==> src/hdl/rtwp_pkg.sv <==
// Package for the wideband power to decibel converter.
// Holds the shared widths, constants, the log2 table and the internal types.
// No dependencies; every other file in hdl/ imports it.
`default_nettype none

package rtwp_pkg;

  // Field widths.
  localparam int ANT_W   = 3;
  localparam int CAR_W   = 2;
  localparam int PWR_W   = 32;
  localparam int DB_W    = 12;
  localparam int LOG_W   = 22;   // log2 in unsigned Q16, up to 32.0
  localparam int PROD_W  = 47;   // log2 times the dB coefficient, Q32
  localparam int TENTH_W = 17;   // magnitude in units of one hundredth of a dB
  localparam int QUOT_W  = 14;

  // Radio kinds selected by the configuration register.
  typedef enum logic {
    RADIO_SUB6 = 1'b0,
    RADIO_MMW  = 1'b1
  } radio_kind_t;

  // round(65536 * 1000 * log10(2)).
  localparam logic [24:0] COEF_Q16 = 25'd19728302;

  // round(65536 * (1000 * log10(ref) + 100 * offset)) for each radio kind.
  localparam logic [32:0] K_SUB6_Q16 = 33'd744268531;
  localparam logic [32:0] K_MMW_Q16  = 33'd792801425;

  // Half of one tenth of a dB in Q16 hundredths, for rounding.
  localparam logic [32:0] HALF_TENTH_Q16 = 33'd327680;

  // Reciprocal of ten in Q19; exact for quotients of values below 2^18.
  localparam logic [15:0] RECIP10_Q19 = 16'd52429;
  localparam int          RECIP10_SH  = 19;

  // Fixed levels for a zero reading.
  localparam logic signed [DB_W-1:0] FLOOR_SUB6 = -12'sd1434;
  localparam logic signed [DB_W-1:0] FLOOR_MMW  = -12'sd1726;

  // Saturation limits of the output field.
  localparam logic [QUOT_W-1:0] MAX_POS_Q = 14'd2047;
  localparam logic [QUOT_W-1:0] MAX_NEG_Q = 14'd2048;
  localparam logic signed [DB_W-1:0] DB_MAX = 12'sh7FF;
  localparam logic signed [DB_W-1:0] DB_MIN = -12'sh800;

  // round(65536 * log2(1 + i/32)) for i = 0 .. 32.
  localparam logic [16:0] LOG2_TAB [33] = '{
    17'd0,     17'd2909,  17'd5732,  17'd8473,  17'd11136, 17'd13727,
    17'd16248, 17'd18704, 17'd21098, 17'd23433, 17'd25711, 17'd27936,
    17'd30109, 17'd32234, 17'd34312, 17'd36346, 17'd38336, 17'd40286,
    17'd42196, 17'd44068, 17'd45904, 17'd47705, 17'd49472, 17'd51207,
    17'd52911, 17'd54584, 17'd56229, 17'd57845, 17'd59434, 17'd60997,
    17'd62534, 17'd64047, 17'd65536
  };

  // Beat passed from the log2 unit to the scaling unit.
  typedef struct packed {
    logic [ANT_W-1:0] antenna;
    logic [CAR_W-1:0] carrier;
    logic             zero;
    logic [LOG_W-1:0] log_q16;
  } rtwp_log_t;

endpackage

`default_nettype wire

==> src/hdl/rtwp_channels.sv <==
// Channel interfaces of the power to decibel converter: reading input,
// level output and the radio kind configuration write.
// Depends on rtwp_pkg.
`default_nettype none

interface rtwp_in_if;
  import rtwp_pkg::*;

  logic             valid;
  logic             ready;
  logic [ANT_W-1:0] antenna;
  logic [CAR_W-1:0] carrier;
  logic [PWR_W-1:0] power_reading;

  modport source (output valid, output antenna, output carrier,
                  output power_reading, input ready);
  modport sink   (input valid, input antenna, input carrier,
                  input power_reading, output ready);
endinterface

interface rtwp_out_if;
  import rtwp_pkg::*;

  logic                   valid;
  logic                   ready;
  logic [ANT_W-1:0]       antenna_tag;
  logic [CAR_W-1:0]       carrier_tag;
  logic signed [DB_W-1:0] power_tenth_db;

  modport source (output valid, output antenna_tag, output carrier_tag,
                  output power_tenth_db, input ready);
  modport sink   (input valid, input antenna_tag, input carrier_tag,
                  input power_tenth_db, output ready);
endinterface

interface rtwp_cfg_if;
  logic valid;
  logic ready;
  logic radio_kind;

  modport source (output valid, output radio_kind, input ready);
  modport sink   (input valid, input radio_kind, output ready);
endinterface

`default_nettype wire

==> src/hdl/rtwp_log2.sv <==
// Two-stage log2 unit: leading-one search and table lookup, then linear
// interpolation into an unsigned Q16 logarithm.
// Depends on rtwp_pkg and rtwp_in_if.
`default_nettype none

module rtwp_log2 (
  input  wire logic               clk,
  input  wire logic               rst,
  rtwp_in_if.sink                 reading,
  output logic                    log_valid,
  input  wire logic               log_ready,
  output rtwp_pkg::rtwp_log_t     log_item
);
  import rtwp_pkg::*;

  // Stage 1 registers.
  logic             s1_valid;
  logic [ANT_W-1:0] s1_antenna;
  logic [CAR_W-1:0] s1_carrier;
  logic             s1_zero;
  logic [4:0]       s1_n;
  logic [16:0]      s1_lo;
  logic [11:0]      s1_step;
  logic [25:0]      s1_rem;

  logic             s1_ready;
  logic             s2_ready;

  logic [4:0]       lead;
  logic [PWR_W-1:0] norm;
  logic [4:0]       idx;
  logic [16:0]      tab_lo;
  logic [16:0]      tab_hi;

  logic [37:0]      interp_prod;
  logic [16:0]      interp;
  logic [LOG_W-1:0] log_next;

  // A stage takes a beat when it is empty or its contents move on.
  assign s2_ready      = !log_valid || log_ready;
  assign s1_ready      = !s1_valid || s2_ready;
  assign reading.ready = s1_ready;

  // Leading-one position, normalization and table lookup.
  always_comb begin
    lead = '0;
    for (int i = 0; i < PWR_W; i++) begin
      if (reading.power_reading[i]) begin
        lead = 5'(i);
      end
    end
    norm   = reading.power_reading << (5'd31 - lead);
    idx    = norm[30:26];
    tab_lo = LOG2_TAB[{1'b0, idx}];
    tab_hi = LOG2_TAB[{1'b0, idx} + 6'd1];
  end

  always_ff @(posedge clk) begin
    if (rst) begin
      s1_valid <= 1'b0;
    end else if (s1_ready) begin
      s1_valid <= reading.valid;
    end
    if (s1_ready && reading.valid) begin
      s1_antenna <= reading.antenna;
      s1_carrier <= reading.carrier;
      s1_zero    <= (reading.power_reading == '0);
      s1_n       <= lead;
      s1_lo      <= tab_lo;
      s1_step    <= 12'(tab_hi - tab_lo);
      s1_rem     <= norm[25:0];
    end
  end

  // Interpolation between table points, rounded half up.
  always_comb begin
    interp_prod = 38'(s1_step) * 38'(s1_rem) + (38'd1 << 25);
    interp      = s1_lo + 17'(interp_prod[37:26]);
    log_next    = 22'({s1_n, 16'h0000}) + 22'(interp);
  end

  always_ff @(posedge clk) begin
    if (rst) begin
      log_valid <= 1'b0;
    end else if (s2_ready) begin
      log_valid <= s1_valid;
    end
    if (s2_ready && s1_valid) begin
      log_item.antenna <= s1_antenna;
      log_item.carrier <= s1_carrier;
      log_item.zero    <= s1_zero;
      log_item.log_q16 <= log_next;
    end
  end

endmodule

`default_nettype wire

==> src/hdl/rtwp_scale.sv <==
// Three-stage scaling unit: multiplies the log2 by the dB coefficient,
// removes the reference and offset, then rounds to tenths and saturates.
// Depends on rtwp_pkg and rtwp_out_if.
`default_nettype none

module rtwp_scale (
  input  wire logic                  clk,
  input  wire logic                  rst,
  input  wire rtwp_pkg::radio_kind_t radio_kind,
  input  wire logic                  log_valid,
  output logic                       log_ready,
  input  wire rtwp_pkg::rtwp_log_t   log_item,
  rtwp_out_if.source                 level
);
  import rtwp_pkg::*;

  // Stage 3 registers: product of log2 and coefficient.
  logic              s3_valid;
  logic [ANT_W-1:0]  s3_antenna;
  logic [CAR_W-1:0]  s3_carrier;
  logic              s3_zero;
  logic [PROD_W-1:0] s3_prod;

  // Stage 4 registers: magnitude in units of one hundredth of a dB.
  logic               s4_valid;
  logic [ANT_W-1:0]   s4_antenna;
  logic [CAR_W-1:0]   s4_carrier;
  logic               s4_zero;
  logic               s4_neg;
  logic [TENTH_W-1:0] s4_mag;

  logic s3_ready;
  logic s4_ready;
  logic s5_ready;

  logic [47:0]        rounded;
  logic [31:0]        hundredths;
  logic signed [32:0] diff;
  logic               diff_neg;
  logic [31:0]        diff_mag;
  logic [32:0]        biased;

  logic [32:0]            quot_prod;
  logic [QUOT_W-1:0]      quot;
  logic signed [DB_W-1:0] db_next;

  assign s5_ready  = !level.valid || level.ready;
  assign s4_ready  = !s4_valid || s5_ready;
  assign s3_ready  = !s3_valid || s4_ready;
  assign log_ready = s3_ready;

  // Coefficient multiply.
  always_ff @(posedge clk) begin
    if (rst) begin
      s3_valid <= 1'b0;
    end else if (s3_ready) begin
      s3_valid <= log_valid;
    end
    if (s3_ready && log_valid) begin
      s3_antenna <= log_item.antenna;
      s3_carrier <= log_item.carrier;
      s3_zero    <= log_item.zero;
      s3_prod    <= PROD_W'(log_item.log_q16) * PROD_W'(COEF_Q16);
    end
  end

  // Round to Q16 hundredths, subtract the reference term, take the
  // magnitude and add half a tenth before dropping the fraction.
  always_comb begin
    rounded    = 48'(s3_prod) + 48'd32768;
    hundredths = rounded[47:16];
    diff       = $signed({1'b0, hundredths})
               - $signed((radio_kind == RADIO_MMW) ? K_MMW_Q16 : K_SUB6_Q16);
    diff_neg   = diff[32];
    diff_mag   = diff_neg ? 32'(-diff) : diff[31:0];
    biased     = 33'(diff_mag) + HALF_TENTH_Q16;
  end

  always_ff @(posedge clk) begin
    if (rst) begin
      s4_valid <= 1'b0;
    end else if (s4_ready) begin
      s4_valid <= s3_valid;
    end
    if (s4_ready && s3_valid) begin
      s4_antenna <= s3_antenna;
      s4_carrier <= s3_carrier;
      s4_zero    <= s3_zero;
      s4_neg     <= diff_neg;
      s4_mag     <= biased[32:16];
    end
  end

  // Divide by ten through the reciprocal, restore the sign and saturate.
  always_comb begin
    quot_prod = 33'(s4_mag) * 33'(RECIP10_Q19);
    quot      = quot_prod[32:RECIP10_SH];
    if (s4_zero) begin
      db_next = (radio_kind == RADIO_MMW) ? FLOOR_MMW : FLOOR_SUB6;
    end else if (s4_neg) begin
      db_next = (quot > MAX_NEG_Q) ? DB_MIN : $signed(12'(14'd0 - quot));
    end else begin
      db_next = (quot > MAX_POS_Q) ? DB_MAX : $signed(12'(quot));
    end
  end

  // Output register.
  always_ff @(posedge clk) begin
    if (rst) begin
      level.valid <= 1'b0;
    end else if (s5_ready) begin
      level.valid <= s4_valid;
    end
    if (s5_ready && s4_valid) begin
      level.antenna_tag    <= s4_antenna;
      level.carrier_tag    <= s4_carrier;
      level.power_tenth_db <= db_next;
    end
  end

endmodule

`default_nettype wire

==> src/hdl/rtwp_power_to_decibel.sv <==
// Converts a 32-bit linear wideband power reading into a level in 0.1 dB
// steps, 10*log10(reading/ref) minus the radio offset, with the antenna and
// carrier tags carried along. One reading is accepted every clock cycle
// unless the output stalls, and goes through two stages of log2 (leading-one
// search with table lookup, then interpolation) and three of scaling
// (coefficient multiply, reference subtraction, divide by ten and saturate).
// Each stage holds its beat while the output is stalled, so bubbles close up
// and no beat is lost. The radio kind register picks the sub-6 or mmWave
// reference and offset; write it only while no reading is in flight.
// Depends on rtwp_pkg, the channel interfaces, rtwp_log2 and rtwp_scale.
`default_nettype none

module rtwp_power_to_decibel (
  input  wire logic clk,
  input  wire logic rst,
  rtwp_cfg_if.sink  cfg,
  rtwp_in_if.sink   reading,
  rtwp_out_if.source level
);
  import rtwp_pkg::*;

  radio_kind_t radio_kind;
  logic        log_valid;
  logic        log_ready;
  rtwp_log_t   log_item;

  // Radio kind register; a write beat is taken every cycle.
  assign cfg.ready = 1'b1;

  always_ff @(posedge clk) begin
    if (rst) begin
      radio_kind <= RADIO_SUB6;
    end else if (cfg.valid) begin
      radio_kind <= radio_kind_t'(cfg.radio_kind);
    end
  end

  rtwp_log2 u_log2 (
    .clk       (clk),
    .rst       (rst),
    .reading   (reading),
    .log_valid (log_valid),
    .log_ready (log_ready),
    .log_item  (log_item)
  );

  rtwp_scale u_scale (
    .clk        (clk),
    .rst        (rst),
    .radio_kind (radio_kind),
    .log_valid  (log_valid),
    .log_ready  (log_ready),
    .log_item   (log_item),
    .level      (level)
  );

endmodule

`default_nettype wire

==> src/flat_wrapper.sv <==
// flat-port wrapper written by rule: the top's interface ports become plain ports
module rtwp_power_to_decibel_flat import rtwp_pkg::*;
  (clk, rst, cfg_valid, cfg_radio_kind, cfg_ready, reading_valid, reading_antenna, reading_carrier, reading_power_reading, reading_ready, level_valid, level_antenna_tag, level_carrier_tag, level_power_tenth_db, level_ready);
  rtwp_cfg_if cfg_i ();
  rtwp_in_if reading_i ();
  rtwp_out_if level_i ();
  input  wire logic clk;
  input  wire logic rst;
  input wire logic [$bits(cfg_i.valid)-1:0] cfg_valid;
  input wire logic [$bits(cfg_i.radio_kind)-1:0] cfg_radio_kind;
  output wire logic [$bits(cfg_i.ready)-1:0] cfg_ready;
  input wire logic [$bits(reading_i.valid)-1:0] reading_valid;
  input wire logic [$bits(reading_i.antenna)-1:0] reading_antenna;
  input wire logic [$bits(reading_i.carrier)-1:0] reading_carrier;
  input wire logic [$bits(reading_i.power_reading)-1:0] reading_power_reading;
  output wire logic [$bits(reading_i.ready)-1:0] reading_ready;
  output wire logic [$bits(level_i.valid)-1:0] level_valid;
  output wire logic [$bits(level_i.antenna_tag)-1:0] level_antenna_tag;
  output wire logic [$bits(level_i.carrier_tag)-1:0] level_carrier_tag;
  output wire logic [$bits(level_i.power_tenth_db)-1:0] level_power_tenth_db;
  input wire logic [$bits(level_i.ready)-1:0] level_ready;
  assign cfg_i.valid = cfg_valid;
  assign cfg_i.radio_kind = cfg_radio_kind;
  assign cfg_ready = cfg_i.ready;
  assign reading_i.valid = reading_valid;
  assign reading_i.antenna = reading_antenna;
  assign reading_i.carrier = reading_carrier;
  assign reading_i.power_reading = reading_power_reading;
  assign reading_ready = reading_i.ready;
  assign level_valid = level_i.valid;
  assign level_antenna_tag = level_i.antenna_tag;
  assign level_carrier_tag = level_i.carrier_tag;
  assign level_power_tenth_db = level_i.power_tenth_db;
  assign level_i.ready = level_ready;
  rtwp_power_to_decibel u_core (.clk(clk), .rst(rst), .cfg(cfg_i), .reading(reading_i), .level(level_i));
endmodule
==> config.mk <==
export PLATFORM = sky130hd
export DESIGN_NAME = rtwp_power_to_decibel_flat
export DESIGN_NICKNAME = d
export VERILOG_FILES = /design/src/hdl/rtwp_pkg.sv /design/src/hdl/rtwp_channels.sv /design/src/hdl/rtwp_log2.sv /design/src/hdl/rtwp_scale.sv /design/src/hdl/rtwp_power_to_decibel.sv /design/src/flat_wrapper.sv
export SDC_FILE = /design/constraint.sdc
export NUM_CORES = 2
export LEC_CHECK = 0
export BUFFER_PORTS_ARGS = -buffer_cell sky130_fd_sc_hd__clkbuf_2
export CORE_UTILIZATION = 50
export DETAILED_ROUTE_END_ITERATION = 16
export PLACE_DENSITY = 0.75
export SYNTH_ARGS = -nofsm -noshare
export SYNTH_HDL_FRONTEND = slang
export SYNTH_SLANG_ARGS = --single-unit
==> constraint.sdc <==
create_clock -name clk -period 15.5 [get_ports clk]
set_clock_uncertainty 0.15 [all_clocks]
set_input_delay 3.1 -clock clk [delete_from_list [all_inputs] [get_ports clk]]
set_output_delay 3.1 -clock clk [all_outputs]
set_load 0.02 [all_outputs]
=== Word level (Yosys, flattened, before mapping) ===
Memories as Yosys holds them, arrays and structs flattened.
Cells that the tools add are included.

* $add $sub $neg: 11
* Multiply operators: 3
* Div/mod/pow operators: 0
* Order comparisons: 4
* Equal/unequal tests: 0
* Shift operators: 1
* Mux-type cells: 42
* Bitwise gates (word level): 2
* Reduce and logical (&&, ||, !) cells: 16

{| class="wikitable"
|+ Operators by type and width
! kind !! number
|-
| $mux W5 || 30
|-
| $mux W12 || 6
|-
| $add A47 B16 Y48 const B || 1
|-
| $mul A22 B24 Y46 const B || 1
|-
| $add A38 B26 Y38 const B || 1
|-
| $mul A12 B26 Y38 || 1
|-
| $mux W17 || 2
|-
| $add A32 B19 Y33 const B || 1
|-
| $mul A17 B16 Y33 const B || 1
|-
| $sub A32 B30 Y33 || 1
|-
| $logic_not A32 Y1 || 1
|-
| $mux W32 || 1
|-
| $neg A32 Y32 || 1
|-
| $shl A32 B5 Y31 || 1
|-
| $mux W26 || 1
|-
| $add A21 B17 Y22 || 1
|-
| $add A17 B12 Y17 || 1
|-
| $ge A7 B7 Y1 const B || 2
|-
| $gt A14 B11 Y1 const B || 1
|-
| $gt A14 B12 Y1 const B || 1
|-
| $sub A1 B12 Y12 const A || 1
|-
| $sub A12 B12 Y12 || 1
|-
| $mux W10 || 1
|-
| $not A5 Y7 || 1
|-
| 7 further kinds || 19
|}

* Register bits after elaboration: 193
* Bits in latches: 0
* Bits in writable memories: 0
* Bits in read-only memories: 2176
* Bits of input ports: 43
* Memories kept: 2

{| class="wikitable"
|+ Memory list
! memory !! words !! bits a word !! rd ports !! clocked after memory_dff !! wr ports !! RTL line !! text
|-
| (name not given) || 64 || 17 || 1 || 0 || 0 || rtwp_log2.sv:55 || <nowiki>tab_hi = LOG2_TAB[{1'b0, idx} + 6'd1];</nowiki>
|-
| (name not given) || 64 || 17 || 1 || 0 || 0 || rtwp_log2.sv:54 || <nowiki>tab_lo = LOG2_TAB[{1'b0, idx}];</nowiki>
|}

=== Longest topological paths before layout ===
* Depth after elaboration: 39
* Gate-level depth with buffers: 43

=== Hierarchy ===
From an unflattened synthesis, not the netlist that was laid out.

* Cells, all modules: 3878
* Area, all modules: 36752.7 um^2

{| class="wikitable"
|+ By module, submodules not included
! module !! times used !! cells an instance !! area each (um^2)
|-
| rtwp_scale || 1 || 1977 || 19617.6
|-
| rtwp_log2 || 1 || 1896 || 17090.1
|-
| rtwp_power_to_decibel || 1 || 5 || 45.0
|}

=== Worst setup path after synthesis ===
OpenSTA, ideal clock, no wires.

* Path type: input -> register
* From: in reading_power_reading[5]
* To: reg u_core.u_log2.s1_step[11] (data pin)
* Setup time: 0.261 ns
* Arrival time: 10.002 ns
* Required time: 15.089 ns
* Setup slack: 5.087 ns
* Stages: 32
* Buffers on the path: 3
* Cells stage by stage: o31ai_1 -> a211oi_1 -> o311a_1 -> o41ai_2 -> buf_2 -> buf_1 -> mux2i_1 -> mux2i_1 -> a21o_1 -> o21ai_1 -> ha_1 -> inv_1 -> or3_1 -> xnor2_1 -> clkbuf_1 -> a21oi_1 -> nor3_1 -> ha_1 -> nor2b_1 -> o21ai_0 -> a21boi_0 -> o21ai_0 -> nand2b_1 -> and2_1 -> o21ai_0 -> nand2b_1 -> a21o_1 -> a21o_1 -> a21o_1 -> a21oi_1 -> xor2_1 -> xnor2_1

* Word-level cells in the longest chain between the ends: 35
* Elaborated cells on any way between the ends: 39
* Classes of those cells: add/sub: 3; shift: 1; mux: 31; bitwise: 2; memory: 2

{| class="wikitable"
|+ Ends and longest elaborated chain
! item !! RTL line !! text
|-
| start, declared || flat_wrapper.sv:15 || <nowiki>input wire logic [$bits(reading_i.power_reading)-1:0] reading_power_reading;</nowiki>
|-
| $mux W5 (27 in series) || rtwp_log2.sv:48 || <nowiki>if (reading.power_reading[i]) begin</nowiki>
|-
| $sub A5 B5 Y5 || rtwp_log2.sv:52 || <nowiki>norm = reading.power_reading << (5'd31 - lead);</nowiki>
|-
| $shl A32 B5 Y31 * || rtwp_log2.sv:52 ||
|-
| $add A5 B1 Y6 || rtwp_log2.sv:55 ||
|-
| $not A6 Y7 (implied by the code) || rtwp_log2.sv:55 ||
|-
| $mem_v2 Z64 W17 || n/a ||
|-
| $mux W12 (implied by the code) (2 in series) || rtwp_log2.sv:55 ||
|-
| $sub A12 B12 Y12 * || rtwp_log2.sv:70 || <nowiki>s1_step <= 12'(tab_hi - tab_lo);</nowiki>
|-
| end signal, assigned || rtwp_log2.sv:70 ||
|-
| end, declared || rtwp_log2.sv:23 || <nowiki>logic [11:0] s1_step;</nowiki>
|}

Mark *: on every way between the ends. The rest lies on a longest branch, timed or not. The select of a mux whose other input is x is not followed.
A chain may end at the register's enable or synchronous reset.

=== Worst setup path after layout ===
* From: in reading_power_reading[7]
* To: reg u_core.u_log2.s1_step[11] (data pin)

* Word-level cells in the longest chain between the ends: 33
* Elaborated cells on any way between the ends: 37
* Classes of those cells: add/sub: 3; shift: 1; mux: 29; bitwise: 2; memory: 2

{| class="wikitable"
|+ Ends and longest elaborated chain
! item !! RTL line
|-
| $mux W5 (25 in series) || rtwp_log2.sv:48
|-
| $sub A5 B5 Y5 || rtwp_log2.sv:52
|-
| $shl A32 B5 Y31 * || rtwp_log2.sv:52
|-
| $add A5 B1 Y6 || rtwp_log2.sv:55
|-
| $not A6 Y7 (implied by the code) || rtwp_log2.sv:55
|-
| $mem_v2 Z64 W17 || n/a
|-
| $mux W12 (implied by the code) (2 in series) || rtwp_log2.sv:55
|-
| $sub A12 B12 Y12 * || rtwp_log2.sv:70
|}

Marks and branches as above.

==> flow_summary.toml <==
[sta]
relSlewSlack_pct = 31.90
period_share_pct = 69.69
maxSlewViolCount = 0
tightest_slew_ns = 0.9957
final_hold_viol_count = 0
setup_tns_ns = 0
setup_viol_count_final = 0
finalCriticalPeriod_ns = 10.80
rsz0062_at_grt = "false"
fmax_mhz = 92.58

[critical_path]
critical_path_arrival_ns = 10.88
reg2reg_slack_ns = 6.25
required_ns = 15.58
cpPeakStageDelay_ns = 0.83
worstPathMaxFanout = 27
critPathCaptureType = "register"
crit_path_start_kind = "input pin"
slowest_stage = "ha_1"
critical_path_class = "input pin to register"
r2r-end = "u_core.u_log2.log_item[20]$_DFFE_PP_"
worst_r2r_path_depth = 36
crit_top_cell = "o21ai_0"
rr_startpoint = "u_core.u_log2.s1_rem[9]$_SDFFCE_PP0P_"

[grt]
grt_max_degree = 66
grt_pass1_vias = 26880
grt_pass1_wl_mm = 138.2
antenna_found_initial = 1
grt_usage_pct = 23.56
overflow = 0

[outcome]
status = "completed"

[synthesis]
syn-cell-area_mm2 = 0.03583
syn_avg_cell_area_um2 = 9.540
synthCells = 3756
syn-num-nets = 4836
synth_cell_type_count = 102
synth-edff-count = 172
synth_seq_cells = 178
synth_ff_type = "edfxtp_1"
ys_seq_area_share_pct = 14.75
postSynth.asyncResetShare_pct = 0
yosys_warnings = 0

[finish]
finalNetCount = 4827
layoutNonFillerInstCount = 4700
mostFrequentLayoutCell = "inv_1"
multi_input_area_mm2 = 0.02741
seqCellArea_mm2 = 0.005285
drive_above_1_share_pct = 5.399
syn_to_final_growth_pct = 5.332
diodes = 0
final_cell_mix = "inv_1, ha_1, fa_1"
fillers = 6157

[min_path]
whs_endpoint = "u_core.u_scale.s4_carrier[1]$_DFFE_PP_"
min_path_type = "register to register"
hp-start = "u_core.u_scale.s3_carrier[1]$_DFFE_PP_"
min_path_cells = 0

[cts]
clock_path_buffers = 2
cts_tree = "yes"
numCtsBuffers = 17
clk_latency_ns = 0.49
cts_max_level = 4
cts-root-buf = "clkbuf_16"
ctsHoldBuffers = 0
post_cts_resized = 0
numClockSinks = 178
path_clk_slew_ns = 0.07
post_cts_buffers = 0

[floorplanning]
initial_core_util_pct = 50.82
die_width_um = 269.7
coreArea_mm2 = 0.07051
die_y_um = 269.7
io_pins = 63
std_cell_rows = 97
dieArea_mm2 = 0.07274

[drt]
finalWirelength_mm = 82.88
drtPass1Iterations = 5
first_iter_violations = 1644
post-route-drc-count = 0
ant_nets = 0
routed_via_density = 5.589
vias = 26270
wl_per_cell_um = 17.63

[placement]
place_inst = 4668
dp_hpwl_mm = 69.39
portBuffers = 61
gp_congestion = 0.9339

[job]
maxCapViolCount = 0
## critical path: cells and delay by family
family	cells	cell delay (ns)
and+or+nand+nor	7	1.41
AOI/OAI and AO/OA	14	2.41
xor gates and xnor gates	2	0.27
adders and majority gates	3	1.46
buffers and inverters	7	1.78
muxes	2	0.41
## metal layers
metal,up-vias,part of all wire (%),GRT usage [%]
met5,-,0.016,0
met4,2,3.1,8.568
met3,157,5.2,2.850
met2,791,49,40.53
met1,12950,42,30.42
li1,12370,-,-
## cell families after synthesis
logic type	synth area share [%]
fa+ha+maj	47.04
xor+xnor	3.761
mux	3.150
flops	14.75
simple gates	12.54
compound gates	9.784
buf+inv	8.956
other cells	0.02096
## how the worst max path moves through the flow
stage	from	endpoint	slack, ns	cells past startpoint
after floorplan	reading_power_reading[5]	u_core.u_log2.s1_step[11]$_DFFE_PP_	5.09	32
after global placement	reading_power_reading[7]	u_core.u_log2.s1_step[11]$_DFFE_PP_	4.26	35
after detailed placement	reading_power_reading[7]	u_core.u_log2.s1_step[11]$_DFFE_PP_	4.24	35
after CTS	reading_power_reading[7]	u_core.u_log2.s1_step[11]$_DFFE_PP_	4.75	35
after global routing	reading_power_reading[7]	u_core.u_log2.s1_step[11]$_DFFE_PP_	3.87	35
final	reading_power_reading[7]	u_core.u_log2.s1_step[11]$_DFFE_PP_	4.70	35
## per-stage QoR
step | instance area, um^2 | util [%] | setup WS (ns) | hold WS (ns)
floorplan | 35830 | - | 5.087 | 0.2503
global placement | 37160 | 52.69 | 4.264 | 0.2514
detailed placement | 37160 | 52.69 | 4.242 | 0.2545
CTS | 37740 | 53.53 | 4.754 | 0.2713
global route | 37740 | 53.53 | 3.870 | 0.2795
finish | 37740 | 53.53 | 4.699 | 0.2652
## state kept, by name, summed over array words and instances, names as in the netlist, 5 cells and up
name                                 count
u_core.u_log2.s1_lo                     16
u_core.u_log2.s1_n                       5
u_core.u_log2.log_item                  28
u_core.u_scale.level.power_tenth_db     12
u_core.u_scale.s3_prod                  32
u_core.u_log2.s1_rem                    26
u_core.u_log2.s1_step                   12
u_core.u_scale.s4_mag                   17
## cell usage after synthesis, types with 21 or more instances
| master | number | share of area (%) |
|---|---|---|
| a211oi_1 | 21 | 0.44 |
| a21o_1 | 43 | 0.90 |
| a21oi_1 | 128 | 1.8 |
| a31oi_1 | 22 | 0.38 |
| and2_1 | 98 | 1.7 |
| clkbuf_1 | 107 | 1.1 |
| edfxtp_1 | 172 | 14 |
| fa_1 | 517 | 29 |
| ha_1 | 520 | 18 |
| inv_1 | 726 | 7.6 |
| mux2i_1 | 88 | 2.5 |
| nand2_1 | 354 | 3.7 |
| nand3_1 | 44 | 0.61 |
| nor2_1 | 176 | 1.8 |
| nor2b_1 | 24 | 0.42 |
| nor3_1 | 58 | 0.81 |
| nor4_1 | 21 | 0.37 |
| o21a_1 | 31 | 0.65 |
| o21ai_0 | 92 | 1.3 |
| xnor2_1 | 93 | 2.3 |
| xor2_1 | 59 | 1.4 |
## area by class of cell
class	count	share of cell area, %
inverters	729	7.250
repair buffers	94	1.465
multi-input cells	2727	72.61
well taps	940	3.116
flip-flops and latches	178	14.00
clock inverters	15	0.4309
clock buffers	17	1.127
Power is not shown: default switching activity piles up to over one toggle a cycle in this logic, so the estimate is an artifact.
